==> src/rtl/ecv_pkg.sv <==
`timescale 1ns / 1ps
`default_nettype none

package ecv_pkg;

   // Curve selectors
   localparam logic [3:0] KIND_LINEAR      = 4'd0;
   localparam logic [3:0] KIND_QUAD_IN     = 4'd1;
   localparam logic [3:0] KIND_QUAD_OUT    = 4'd2;
   localparam logic [3:0] KIND_QUAD_INOUT  = 4'd3;
   localparam logic [3:0] KIND_CUBIC_IN    = 4'd4;
   localparam logic [3:0] KIND_CUBIC_OUT   = 4'd5;
   localparam logic [3:0] KIND_CUBIC_INOUT = 4'd6;
   localparam logic [3:0] KIND_BACK        = 4'd7;
   localparam logic [3:0] KIND_BOUNCE      = 4'd8;
   localparam logic [3:0] KIND_ELASTIC     = 4'd9;
   localparam logic [3:0] KIND_STEP        = 4'd10;

   localparam logic [9:0]  UNIT       = 10'd256;
   localparam logic [16:0] BACK_S     = 17'd435;
   localparam logic [19:0] BACK_S1    = 20'd691;   // s + 1 in 8.8
   localparam logic [10:0] BOUNCE_K   = 11'd1936;
   localparam logic [7:0]  BOUNCE_E1  = 8'd93;
   localparam logic [7:0]  BOUNCE_E2  = 8'd186;
   localparam logic [7:0]  BOUNCE_E3  = 8'd233;
   localparam logic [8:0]  BOUNCE_C2  = 9'd140;
   localparam logic [8:0]  BOUNCE_C3  = 9'd209;
   localparam logic [8:0]  BOUNCE_C4  = 9'd244;
   localparam logic [8:0]  BOUNCE_B2  = 9'd192;
   localparam logic [8:0]  BOUNCE_B3  = 9'd240;
   localparam logic [8:0]  BOUNCE_B4  = 9'd252;

   typedef logic signed [9:0] eased_type;

   typedef struct packed {
      logic [3:0] kind;
      logic [7:0] t;
      logic       lo;
      logic       hi;
   } s1_type;

   typedef struct packed {
      logic [3:0]         kind;
      logic [7:0]         t;
      logic               lo;
      logic               hi;
      logic               upper;
      logic [7:0]         m;
      logic [15:0]        p1;
      logic [8:0]         base;
      logic [9:0]         el_a;
      logic signed [13:0] el_p;
   } s2_type;

   typedef struct packed {
      logic [3:0]  kind;
      logic        lo;
      logic        hi;
      logic        upper;
      logic [9:0]  early;
      logic [26:0] p2;
      logic [8:0]  bk2;
      logic [8:0]  base;
   } s3_type;

   // Elastic-out sample points, 17 entries
   function automatic logic [9:0] elastic_pt(input logic [4:0] idx);
      logic [9:0] v;
      case (idx)
         5'd0:    v = 10'd0;
         5'd1:    v = 10'd213;
         5'd2:    v = 10'd349;
         5'd3:    v = 10'd305;
         5'd4:    v = 10'd233;
         5'd5:    v = 10'd228;
         5'd6:    v = 10'd256;
         5'd7:    v = 10'd268;
         5'd8:    v = 10'd260;
         5'd9:    v = 10'd252;
         5'd10:   v = 10'd253;
         5'd11:   v = 10'd257;
         5'd12:   v = 10'd257;
         5'd13:   v = 10'd256;
         5'd14:   v = 10'd255;
         5'd15:   v = 10'd256;
         5'd16:   v = 10'd256;
         default: v = 10'd0;
      endcase
      return v;
   endfunction

endpackage

`default_nettype wire

==> src/rtl/ecv_square.sv <==
`timescale 1ns / 1ps
`default_nettype none

module ecv_square (
   input  wire logic           clock,
   input  wire logic           reset,
   input  wire logic           in_valid,
   input  wire logic           advance,
   input  wire ecv_pkg::s1_type s1,
   output logic                out_valid,
   output ecv_pkg::s2_type     s2
);
   import ecv_pkg::*;

   logic               valid_ff;
   s2_type             s2_ff;
   s2_type             s2_in;
   logic [8:0]         rem;
   logic [7:0]         inv;
   logic signed [8:0]  off;
   logic [7:0]         mag;
   logic [8:0]         base;
   logic [7:0]         m;
   logic [4:0]         idx;
   logic [9:0]         pa;
   logic [9:0]         pb;
   logic [9:0]         d;
   logic signed [13:0] d_ext;
   logic signed [13:0] f_ext;

   always_comb begin
      rem = 9'd256 - {1'b0, s1.t};
      inv = rem[7:0];

      // pick the bounce segment
      if (s1.t < BOUNCE_E1) begin
         off  = $signed({1'b0, s1.t});
         base = 9'd0;
      end else if (s1.t < BOUNCE_E2) begin
         off  = $signed({1'b0, s1.t} - BOUNCE_C2);
         base = BOUNCE_B2;
      end else if (s1.t < BOUNCE_E3) begin
         off  = $signed({1'b0, s1.t} - BOUNCE_C3);
         base = BOUNCE_B3;
      end else begin
         off  = $signed({1'b0, s1.t} - BOUNCE_C4);
         base = BOUNCE_B4;
      end
      mag = off[8] ? 8'(-off) : off[7:0];

      unique case (s1.kind) inside
         KIND_QUAD_OUT, KIND_CUBIC_OUT, KIND_BACK: m = inv;
         KIND_QUAD_INOUT, KIND_CUBIC_INOUT:        m = s1.t[7] ? inv : s1.t;
         KIND_BOUNCE:                              m = mag;
         default:                                  m = s1.t;
      endcase

      // elastic: fetch segment end points, scale slope by fraction
      idx   = {1'b0, s1.t[7:4]};
      pa    = elastic_pt(idx);
      pb    = elastic_pt(idx + 5'd1);
      d     = pb - pa;
      d_ext = $signed({{4{d[9]}}, d});
      f_ext = $signed({10'd0, s1.t[3:0]});

      s2_in.kind  = s1.kind;
      s2_in.t     = s1.t;
      s2_in.lo    = s1.lo;
      s2_in.hi    = s1.hi;
      s2_in.upper = s1.t[7];
      s2_in.m     = m;
      s2_in.p1    = {8'd0, m} * {8'd0, m};
      s2_in.base  = base;
      s2_in.el_a  = pa;
      s2_in.el_p  = d_ext * f_ext;
   end

   always_ff @(posedge clock) begin
      if (reset) begin
         valid_ff <= 1'b0;
      end else if (advance) begin
         valid_ff <= in_valid;
      end
   end

   always_ff @(posedge clock) begin
      if (advance) begin
         s2_ff <= s2_in;
      end
   end

   assign out_valid = valid_ff;
   assign s2        = s2_ff;

endmodule

`default_nettype wire

==> src/rtl/ecv_product.sv <==
`timescale 1ns / 1ps
`default_nettype none

module ecv_product (
   input  wire logic           clock,
   input  wire logic           reset,
   input  wire logic           in_valid,
   input  wire logic           advance,
   input  wire ecv_pkg::s2_type s2,
   output logic                out_valid,
   output ecv_pkg::s3_type     s3
);
   import ecv_pkg::*;

   logic               valid_ff;
   s3_type             s3_ff;
   s3_type             s3_in;
   logic [15:0]        x;
   logic [10:0]        y;
   logic [16:0]        bk_full;
   logic [9:0]         sq8;
   logic [9:0]         sq7;
   logic signed [13:0] el_r;
   logic [9:0]         early;

   always_comb begin
      unique case (s2.kind) inside
         KIND_CUBIC_IN, KIND_CUBIC_OUT, KIND_BACK: begin
            x = {8'd0, s2.p1[15:8]};
            y = {3'd0, s2.m};
         end
         KIND_BOUNCE: begin
            x = s2.p1;
            y = BOUNCE_K;
         end
         default: begin
            x = s2.p1;
            y = {3'd0, s2.m};
         end
      endcase

      bk_full = {9'd0, s2.p1[15:8]} * BACK_S;

      sq8 = {2'd0, s2.p1[15:8]};
      sq7 = {1'd0, s2.p1[15:7]};

      // truncate toward zero when dividing by 16
      if (s2.el_p < 0) begin
         el_r = (s2.el_p + 14'sd15) >>> 4;
      end else begin
         el_r = s2.el_p >>> 4;
      end

      unique case (s2.kind)
         KIND_QUAD_IN:    early = sq8;
         KIND_QUAD_OUT:   early = UNIT - sq8;
         KIND_QUAD_INOUT: early = s2.upper ? (UNIT - sq7) : sq7;
         KIND_ELASTIC:    early = s2.el_a + el_r[9:0];
         KIND_STEP:       early = 10'd0;
         default:         early = {2'd0, s2.t};
      endcase

      s3_in.kind  = s2.kind;
      s3_in.lo    = s2.lo;
      s3_in.hi    = s2.hi;
      s3_in.upper = s2.upper;
      s3_in.early = early;
      s3_in.p2    = {11'd0, x} * {16'd0, y};
      s3_in.bk2   = bk_full[16:8];
      s3_in.base  = s2.base;
   end

   always_ff @(posedge clock) begin
      if (reset) begin
         valid_ff <= 1'b0;
      end else if (advance) begin
         valid_ff <= in_valid;
      end
   end

   always_ff @(posedge clock) begin
      if (advance) begin
         s3_ff <= s3_in;
      end
   end

   assign out_valid = valid_ff;
   assign s3        = s3_ff;

endmodule

`default_nettype wire

==> src/rtl/ecv_finish.sv <==
`timescale 1ns / 1ps
`default_nettype none

module ecv_finish (
   input  wire logic           clock,
   input  wire logic           reset,
   input  wire logic           in_valid,
   input  wire logic           advance,
   input  wire ecv_pkg::s3_type s3,
   output logic                out_valid,
   output ecv_pkg::eased_type  eased
);
   import ecv_pkg::*;

   logic               valid_ff;
   eased_type          eased_ff;
   eased_type          eased_in;
   logic [9:0]         c8;
   logic [9:0]         c14;
   logic [15:0]        ceil_sum;
   logic [7:0]         ceil_q;
   logic signed [19:0] bk_prod;
   logic signed [19:0] bk_t1;
   logic [11:0]        bk_sum;
   logic [8:0]         bv;
   logic [9:0]         bounce;
   logic [9:0]         curve;

   always_comb begin
      c8  = {2'd0, s3.p2[15:8]};
      c14 = {1'd0, s3.p2[22:14]};

      // back-out: u3 = -ceil(u2*|u| / 256), then floor-scale by s+1
      ceil_sum = s3.p2[15:0] + 16'd255;
      ceil_q   = ceil_sum[15:8];
      bk_prod  = -($signed(BACK_S1) * $signed({12'd0, ceil_q}));
      bk_t1    = bk_prod >>> 8;
      bk_sum   = 12'd256 + bk_t1[11:0] + {3'd0, s3.bk2};

      // bounce: clamp the top of each arc at one
      bv     = {1'b0, s3.p2[23:16]} + s3.base;
      bounce = (bv > 9'd256) ? UNIT : {1'b0, bv};

      unique case (s3.kind)
         KIND_CUBIC_IN:    curve = c8;
         KIND_CUBIC_OUT:   curve = UNIT - c8;
         KIND_CUBIC_INOUT: curve = s3.upper ? (UNIT - c14) : c14;
         KIND_BACK:        curve = bk_sum[9:0];
         KIND_BOUNCE:      curve = bounce;
         default:          curve = s3.early;
      endcase

      if (s3.lo) begin
         eased_in = '0;
      end else if (s3.hi) begin
         eased_in = $signed(UNIT);
      end else begin
         eased_in = $signed(curve);
      end
   end

   always_ff @(posedge clock) begin
      if (reset) begin
         valid_ff <= 1'b0;
      end else if (advance) begin
         valid_ff <= in_valid;
      end
   end

   always_ff @(posedge clock) begin
      if (advance) begin
         eased_ff <= eased_in;
      end
   end

   assign out_valid = valid_ff;
   assign eased     = eased_ff;

endmodule

`default_nettype wire

==> src/rtl/easing_curve_evaluator.sv <==
//  channel  | ports                          | direction | meaning
//  ---------+--------------------------------+-----------+------------------------------
//  request  | req_valid/req_ready, req_kind, | in        | curve select, progress (8.8)
//           | req_progress                   |           |
//  response | rsp_valid/rsp_ready, rsp_eased | out       | eased progress (2.8, signed)
//
//  One request per cycle sustained while rsp_ready is high; the result shows at rsp_*
//  after four register stages: capture, square, product, finish.
//  Synchronous active-high reset clears only the stage valid bits.
//  A low rsp_ready holds the output register; empty stages still fill behind it,
//  and req_ready drops only once all four stages hold a request.
`timescale 1ns / 1ps
`default_nettype none

module easing_curve_evaluator (
   input  wire logic               clock,
   input  wire logic               reset,
   input  wire logic               req_valid,
   output logic                    req_ready,
   input  wire logic [3:0]         req_kind,
   input  wire logic signed [15:0] req_progress,
   output logic                    rsp_valid,
   input  wire logic               rsp_ready,
   output logic signed [9:0]       rsp_eased
);
   import ecv_pkg::*;

   // stage 1: capture the request and classify the clamp cases
   logic      v1_ff;
   s1_type    s1_ff;
   s1_type    s1_in;

   logic      v2;
   s2_type    s2;
   logic      v3;
   s3_type    s3;
   eased_type eased;

   // per-stage advance: a stage moves when it is empty or the next one moves
   logic      adv1;
   logic      adv2;
   logic      adv3;
   logic      adv4;

   assign adv4 = !rsp_valid || rsp_ready;
   assign adv3 = !v3 || adv4;
   assign adv2 = !v2 || adv3;
   assign adv1 = !v1_ff || adv2;

   assign req_ready = adv1;

   always_comb begin
      s1_in.kind = req_kind;
      s1_in.t    = req_progress[7:0];
      s1_in.lo   = (req_progress <= 16'sd0);
      s1_in.hi   = (req_progress >= 16'sd256);
   end

   always_ff @(posedge clock) begin
      if (reset) begin
         v1_ff <= 1'b0;
      end else if (adv1) begin
         v1_ff <= req_valid;
      end
   end

   // hold the payload while stalled
   always_ff @(posedge clock) begin
      if (adv1) begin
         s1_ff <= s1_in;
      end
   end

   // stage 2: operand select, first square, elastic slope product
   ecv_square u_square (
      .clock     (clock),
      .reset     (reset),
      .in_valid  (v1_ff),
      .advance   (adv2),
      .s1        (s1_ff),
      .out_valid (v2),
      .s2        (s2)
   );

   // stage 3: second product (cube / bounce scale), quad and elastic results
   ecv_product u_product (
      .clock     (clock),
      .reset     (reset),
      .in_valid  (v2),
      .advance   (adv3),
      .s2        (s2),
      .out_valid (v3),
      .s3        (s3)
   );

   // stage 4: finish cubic, back-out and bounce, apply clamps, output register
   ecv_finish u_finish (
      .clock     (clock),
      .reset     (reset),
      .in_valid  (v3),
      .advance   (adv4),
      .s3        (s3),
      .out_valid (rsp_valid),
      .eased     (eased)
   );

   assign rsp_eased = eased;

endmodule

`default_nettype wire

==> config.mk <==
export PLATFORM = sky130hd
export DESIGN_NAME = easing_curve_evaluator
export DESIGN_NICKNAME = d
export VERILOG_FILES = /design/src/rtl/ecv_pkg.sv /design/src/rtl/ecv_square.sv /design/src/rtl/ecv_product.sv /design/src/rtl/ecv_finish.sv /design/src/rtl/easing_curve_evaluator.sv
export SDC_FILE = /design/constraint.sdc
export NUM_CORES = 1
export LEC_CHECK = 0
export ABC_AREA = 1
export BUFFER_PORTS_ARGS = -buffer_cell sky130_fd_sc_hd__buf_2
export CAP_MARGIN = 40
export CORE_UTILIZATION = 62
export CTS_CLUSTER_DIAMETER = 60
export DETAILED_ROUTE_END_ITERATION = 8
export PLACE_DENSITY = 0.79
export SLEW_MARGIN = 40
export SYNTH_ARGS = -nofsm -noshare
export SYNTH_HDL_FRONTEND = slang
export SYNTH_SLANG_ARGS = --single-unit
==> constraint.sdc <==
create_clock -name clock -period 13.2 [get_ports clock]
set_input_delay 3.3 -clock clock [delete_from_list [all_inputs] [get_ports clock]]
set_output_delay 3.3 -clock clock [all_outputs]
set_load 0.005 [all_outputs]
==> impl_metrics.env, run 1 <==
export IMPL_required_ns=9.90
export IMPL_slew_limit_headroom_pct=44.2
export IMPL_setup_tns_ns=0
export IMPL_rows=65
export IMPL_hold_path_end="u_square.s2[16]"
export IMPL_worst_pin_slew_ns=0.833
export IMPL_drive_gt1_share_pct=5.75
export IMPL_r2r_start="u_square.s2[68]"
export IMPL_async_flop_share_pct=0
export IMPL_fillerInstances=2600
export IMPL_antenna_found_initial=0
export IMPL_area_delta_synth_final_pct=6.33
export IMPL_die_h_um=183
export IMPL_fin_nets=2951
export IMPL_yosysSeqAreaShare_pct=21.9
export IMPL_drv_cap=0
export IMPL_dr_pass1_iters=6
export IMPL_ys_ff_latch=152
export IMPL_r2r_cells=25
export IMPL_synth_top_area_share_pct=20.9
export IMPL_netlist_instances=2419
export IMPL_status="completed"
export IMPL_cp_arrival_ns=5.26
export IMPL_antenna_left=0
export IMPL_cts_setup_buffers=0
export IMPL_hpwl_mm=40.2
export IMPL_die_area_um2=33400
export IMPL_synth_main_ff_cell="edfxtp_1"
export IMPL_cts_resized_gates=0
export IMPL_portBuffers=35
export IMPL_fp_dieW_um=183
export IMPL_syn_avg_cell_area_um2=8.38
export IMPL_vias=16100
export IMPL_viasPerCell=5.54
export IMPL_clock_sinks=152
export IMPL_core_area_um2=31900
export IMPL_critPathLaunchType="input pin"
export IMPL_cp_max_fo=55
export IMPL_worstReg2RegEnd="u_product.s3[39]"
export IMPL_cts_tree="done"
export IMPL_place_gp_congestion=0.982
export IMPL_synth_edf_count=139
export IMPL_htree_levels=4
export IMPL_clk_latency_ns=0.44
export IMPL_rsz0062_at_grt="no"
export IMPL_grt_pass1_vias=16700
export IMPL_ys_types=61
export IMPL_cts_root_buffer="clkbuf_16"
export IMPL_yosys_warnings=0
export IMPL_grt_pass1_wl_mm=80.2
export IMPL_diodes=0
export IMPL_wl_per_cell_um=16.7
export IMPL_hold_class="flip-flop to flip-flop"
export IMPL_initial_utilization_pct=63.6
export IMPL_holdPathStages=0
export IMPL_finalSetupViolCount=0
export IMPL_synth_most_common_cell="inv_1"
export IMPL_end_kind="primary output"
export IMPL_drc=0
export IMPL_yosys_area_top_type="fa_1"
export IMPL_grt_max_degree=64
export IMPL_fin_skew_ns=0.0150
export IMPL_regArea_um2=4430
export IMPL_pin_count=36
export IMPL_rrSetupSlack_ns=5.52
export IMPL_netlist_area_um2=20300
export IMPL_min_from="u_square.pa[2]"
export IMPL_drt_wl_total_mm=48.6
export IMPL_cts_buffers=17
export IMPL_layout_worst_path_cycle_share_pct=64.9
export IMPL_clockBufferDepth=2
export IMPL_grt_use_total_pct=30.4
export IMPL_synthTopCellsByArea="fa_1, edfxtp_1, ha_1, inv_1, nand2_1"
export IMPL_fmax_ghz=0.117
export IMPL_period_needed_ns=8.56
export IMPL_maxSlewViolCount=0
export IMPL_crit_type="input pin to primary output"
export IMPL_multi_input_area_um2=13700
export IMPL_hold_buffers=0
export IMPL_netlist_top_cells_count="inv_1, nand2_1, nor2_1"
export IMPL_drt_iter0_drc=1277
export IMPL_final_hold_viol_count=0
export IMPL_grt_overflow=0
export IMPL_clkTransAtPathRegs_ns=0.07
-- worst max-delay path: stages --
cell and delay [ns]:
buf_2 0.08, nor2_1 0.04, inv_1 0.40, nor2_1 0.10, inv_2 0.06, buf_4 0.52
nor2_1 0.15, nand2_1 0.10, buf_4 0.27, buf_2 0.17
-- final cells by class --
class                   count  area share [%]
well taps                 435            2.52
clock buffers              21            2.04
repair buffers             42            1.06
multi-input cells        1699            63.6
flip-flops and latches    152            20.6
inverters                 546            9.52
clock inverters            11           0.685
-- placed cells by master, fill, tap and decap left out, drive strengths merged, types with 5 or more instances in the layout --
master     n
xor2      72
ha       257
nand4      7
a31oi     14
o21bai    11
o21ai    106
nand3b     8
nand2    354
fa       212
clkbuf    21
xnor2     30
dfxtp     13
nor3      21
clkinv     9
nand3     98
a21oi    131
o211ai     6
o31ai      5
o2111ai    7
inv      542
buf       42
a211oi     7
a21boi     5
nor2     283
a21o       6
edfxtp   139
or2       20
nor4       5
-- per-stage QoR --
step	instances	area [um^2]	util (%)	setup WS (ns)	hold slack, ns
3_5_place_dp	2874	21000	65.8	4.64	0.410
4_1_cts	2906	21600	67.6	4.63	0.417
3_3_place_gp	2873	20900	65.7	4.67	0.407
5_1_grt	2906	21600	67.6	4.44	0.417
6_report	2906	21600	67.6	4.64	0.418
2_1_floorplan	2421	20300	-	4.51	0.400
-- worst max-delay path by stage --
| stage | start | endpoint | slack [ns] | depth (start not counted) |
|---|---|---|---|---|
| floorplan | rsp_ready | req_ready | 4.51 | 6 |
| global placement | rsp_ready | req_ready | 4.67 | 10 |
| detailed placement | rsp_ready | req_ready | 4.64 | 10 |
| CTS | rsp_ready | req_ready | 4.63 | 10 |
| global route | rsp_ready | req_ready | 4.44 | 10 |
| finish | rsp_ready | req_ready | 4.64 | 10 |
-- cells by family (layout without fill, tap and decap cells) --
group | after synthesis | in the layout | synth area share (%)
AO/OA/AOI/OAI | 321 | 321 | 9.22
XOR/XNOR | 102 | 102 | 4.44
adder cells (fa/ha/maj) | 469 | 469 | 36.8
buffers and inverters | 570 | 620 | 10.6
flip-flops | 152 | 152 | 21.9
other | 1 | 3 | 0.0185
AND/OR/NAND/NOR | 804 | 804 | 17.0
-- flip-flops by register name, summed over array words and instances, names as in the netlist --
signal / flops
u_square.s2: 62
u_product.s3: 53
s1_ff: 14
u_finish.eased: 10
u_square.pa: 9
u_finish.out_valid: 1
u_product.out_valid: 1
u_square.out_valid: 1
v1_ff: 1
-- routing by layer --
layer / track usage, % / routed length [um] / share of wire (%)
met3: 3.46 / 2550 / 5.2
met4: 13.2 / 1920 / 3.9
met1: 36.9 / 19900 / 41
met5: 0 / 0 / 0
met2: 54.6 / 24200 / 50
Power of run 1 is not shown: default switching activity piles up to over one toggle a cycle in this logic, so the estimate is an artifact.
==> run 2, diff against run 1 <==
==> constraint.sdc (replaced) <==
create_clock -name clock -period 8 [get_ports clock]
set_input_delay 2 -clock clock [delete_from_list [all_inputs] [get_ports clock]]
set_output_delay 2 -clock clock [all_outputs]
set_load 0.005 [all_outputs]
==> run 2 against run 1 <==
Highest routed layer unchanged. Sequential share of layout area down 0.11 points. Register-to-register slack lost 4.8 ns. Core utilization grew 0.36 points. Via count grew 0.66%. Non-clock buffer count grew 14. Critical path depth rose by 24. Count of clock-buffer cells in the layout decreased by 4.
==> impl_metrics.env, run 2 (synthesis gave the netlist of run 1 again) <==
export IMPL_grt_max_degree=62
export IMPL_pin_count=36
export IMPL_drc=0
export IMPL_fin_nets=2965
export IMPL_hpwl_mm=40.3
export IMPL_drt_iter0_drc=1287
export IMPL_period_needed_ns=7.26
export IMPL_critPathBufInv=6
export IMPL_grt_pass1_vias=16600
export IMPL_critPathLaunchType="flip-flop"
export IMPL_cts_resized_gates=0
export IMPL_holdPathStages=0
export IMPL_required_ns=8.21
export IMPL_drive_gt1_share_pct=6.44
export IMPL_grt_use_total_pct=30.5
export IMPL_rows=65
export IMPL_wl_per_cell_um=16.7
export IMPL_cp_depth=34
export IMPL_die_area_um2=33400
export IMPL_cts_buffers=17
export IMPL_fin_skew_ns=0.0132
export IMPL_final_common_cell="inv_1"
export IMPL_fmax_ghz=0.138
export IMPL_clockBufferDepth=2
export IMPL_hold_buffers=0
export IMPL_initial_utilization_pct=63.6
export IMPL_core_area_um2=31900
export IMPL_fp_dieW_um=183
export IMPL_final_hold_viol_count=0
export IMPL_cp_max_fo=13
export IMPL_place_gp_congestion=0.969
export IMPL_worst_pin_slew_ns=0.928
export IMPL_multi_input_area_um2=13700
export IMPL_hold_class="flip-flop to flip-flop"
export IMPL_status="completed"
export IMPL_crit_type="flip-flop to flip-flop"
export IMPL_critical_path_top_delay_family="adder cells"
export IMPL_drv_cap=0
export IMPL_cts_root_buffer="clkbuf_16"
export IMPL_crit_slowest_cell="edfxtp_1"
export IMPL_dr_pass1_iters=6
export IMPL_cp_arrival_ns=7.47
export IMPL_maxSlewViolCount=0
export IMPL_grt_overflow=0
export IMPL_worst_slack_ns=0.737
export IMPL_die_h_um=183
export IMPL_portBuffers=35
export IMPL_antenna_left=0
export IMPL_grt_pass1_wl_mm=80.1
export IMPL_htree_levels=4
export IMPL_clkTransAtPathRegs_ns=0.07
export IMPL_largest_reg_flops=62
export IMPL_clk_latency_ns=0.45
export IMPL_clock_sinks=152
export IMPL_cts_tree="done"
export IMPL_setup_tns_ns=0
export IMPL_final_cell_mix="inv_1, nand2_1, nor2_1, ha_1, fa_1"
export IMPL_area_delta_synth_final_pct=6.90
export IMPL_crit_path_max_incr_delay_ns=0.68
export IMPL_fin_hold_ws_ns=0.424
export IMPL_rsz0062_at_grt="no"
export IMPL_slew_limit_headroom_pct=37.5
export IMPL_vias=16200
export IMPL_regArea_um2=4430
export IMPL_viasPerCell=5.55
export IMPL_end_kind="flip-flop"
export IMPL_r2r_cells=34
export IMPL_layout_worst_path_cycle_share_pct=90.8
export IMPL_cts_setup_buffers=0
export IMPL_antenna_found_initial=0
export IMPL_finalSetupViolCount=0
export IMPL_drt_wl_total_mm=48.6
export IMPL_pre_cts_ws_ns=0.864
export IMPL_fillerInstances=2640
-- run 2: changes by cell type in the layout (fill, tap and decap cells not counted), moves of 3 or more --
| cell | before | now |
|---|---|---|
| buf_4 | 7 | 20 |
| clkbuf_1 | 4 | 0 |
| inv_8 | 0 | 6 |
| o21ai_0 | 90 | 93 |
| o21ai_1 | 12 | 9 |
-- run 2: final cells by class --
| class | count | share of cell area [%] |
|---|---|---|
| sequential | 152 | 20.5 |
| timing repair buffer | 56 | 1.52 |
| clock inverter | 15 | 0.831 |
| clock buffer | 17 | 1.96 |
| multi-input combinational | 1699 | 63.2 |
| antenna | 1 | 0.0115 |
| inverter | 546 | 9.47 |
| tap | 435 | 2.51 |
-- run 2: through the flow --
stage,std cells,util (%),instance area (um^2)
finish,2921,68.0,21700
global route,2920,68.0,21700
CTS,2919,68.0,21700
detailed placement,2887,66.1,21100
global placement,2887,66.0,21000
floorplan,2421,-,20300
-- run 2: final timing paths --
path,start,endpoint,slack (ns)
worst min register to register,s1_ff[0],u_square.s2[58],0.42
worst min-delay path,s1_ff[0],u_square.s2[58],0.42
worst max-delay path,s1_ff[6],u_square.s2[48],0.74
worst max register to register,s1_ff[6],u_square.s2[48],0.74
-- run 2: layer usage --
layer	track usage [%]	up-vias	routed length (um)
li1	-	7780	-
met1	36.2	7774	19600
met2	55.4	532	24600
met3	4.09	127	2600
met4	12.5	0	1810
met5	0	-	0
Power of run 2 is left out for the same reason.
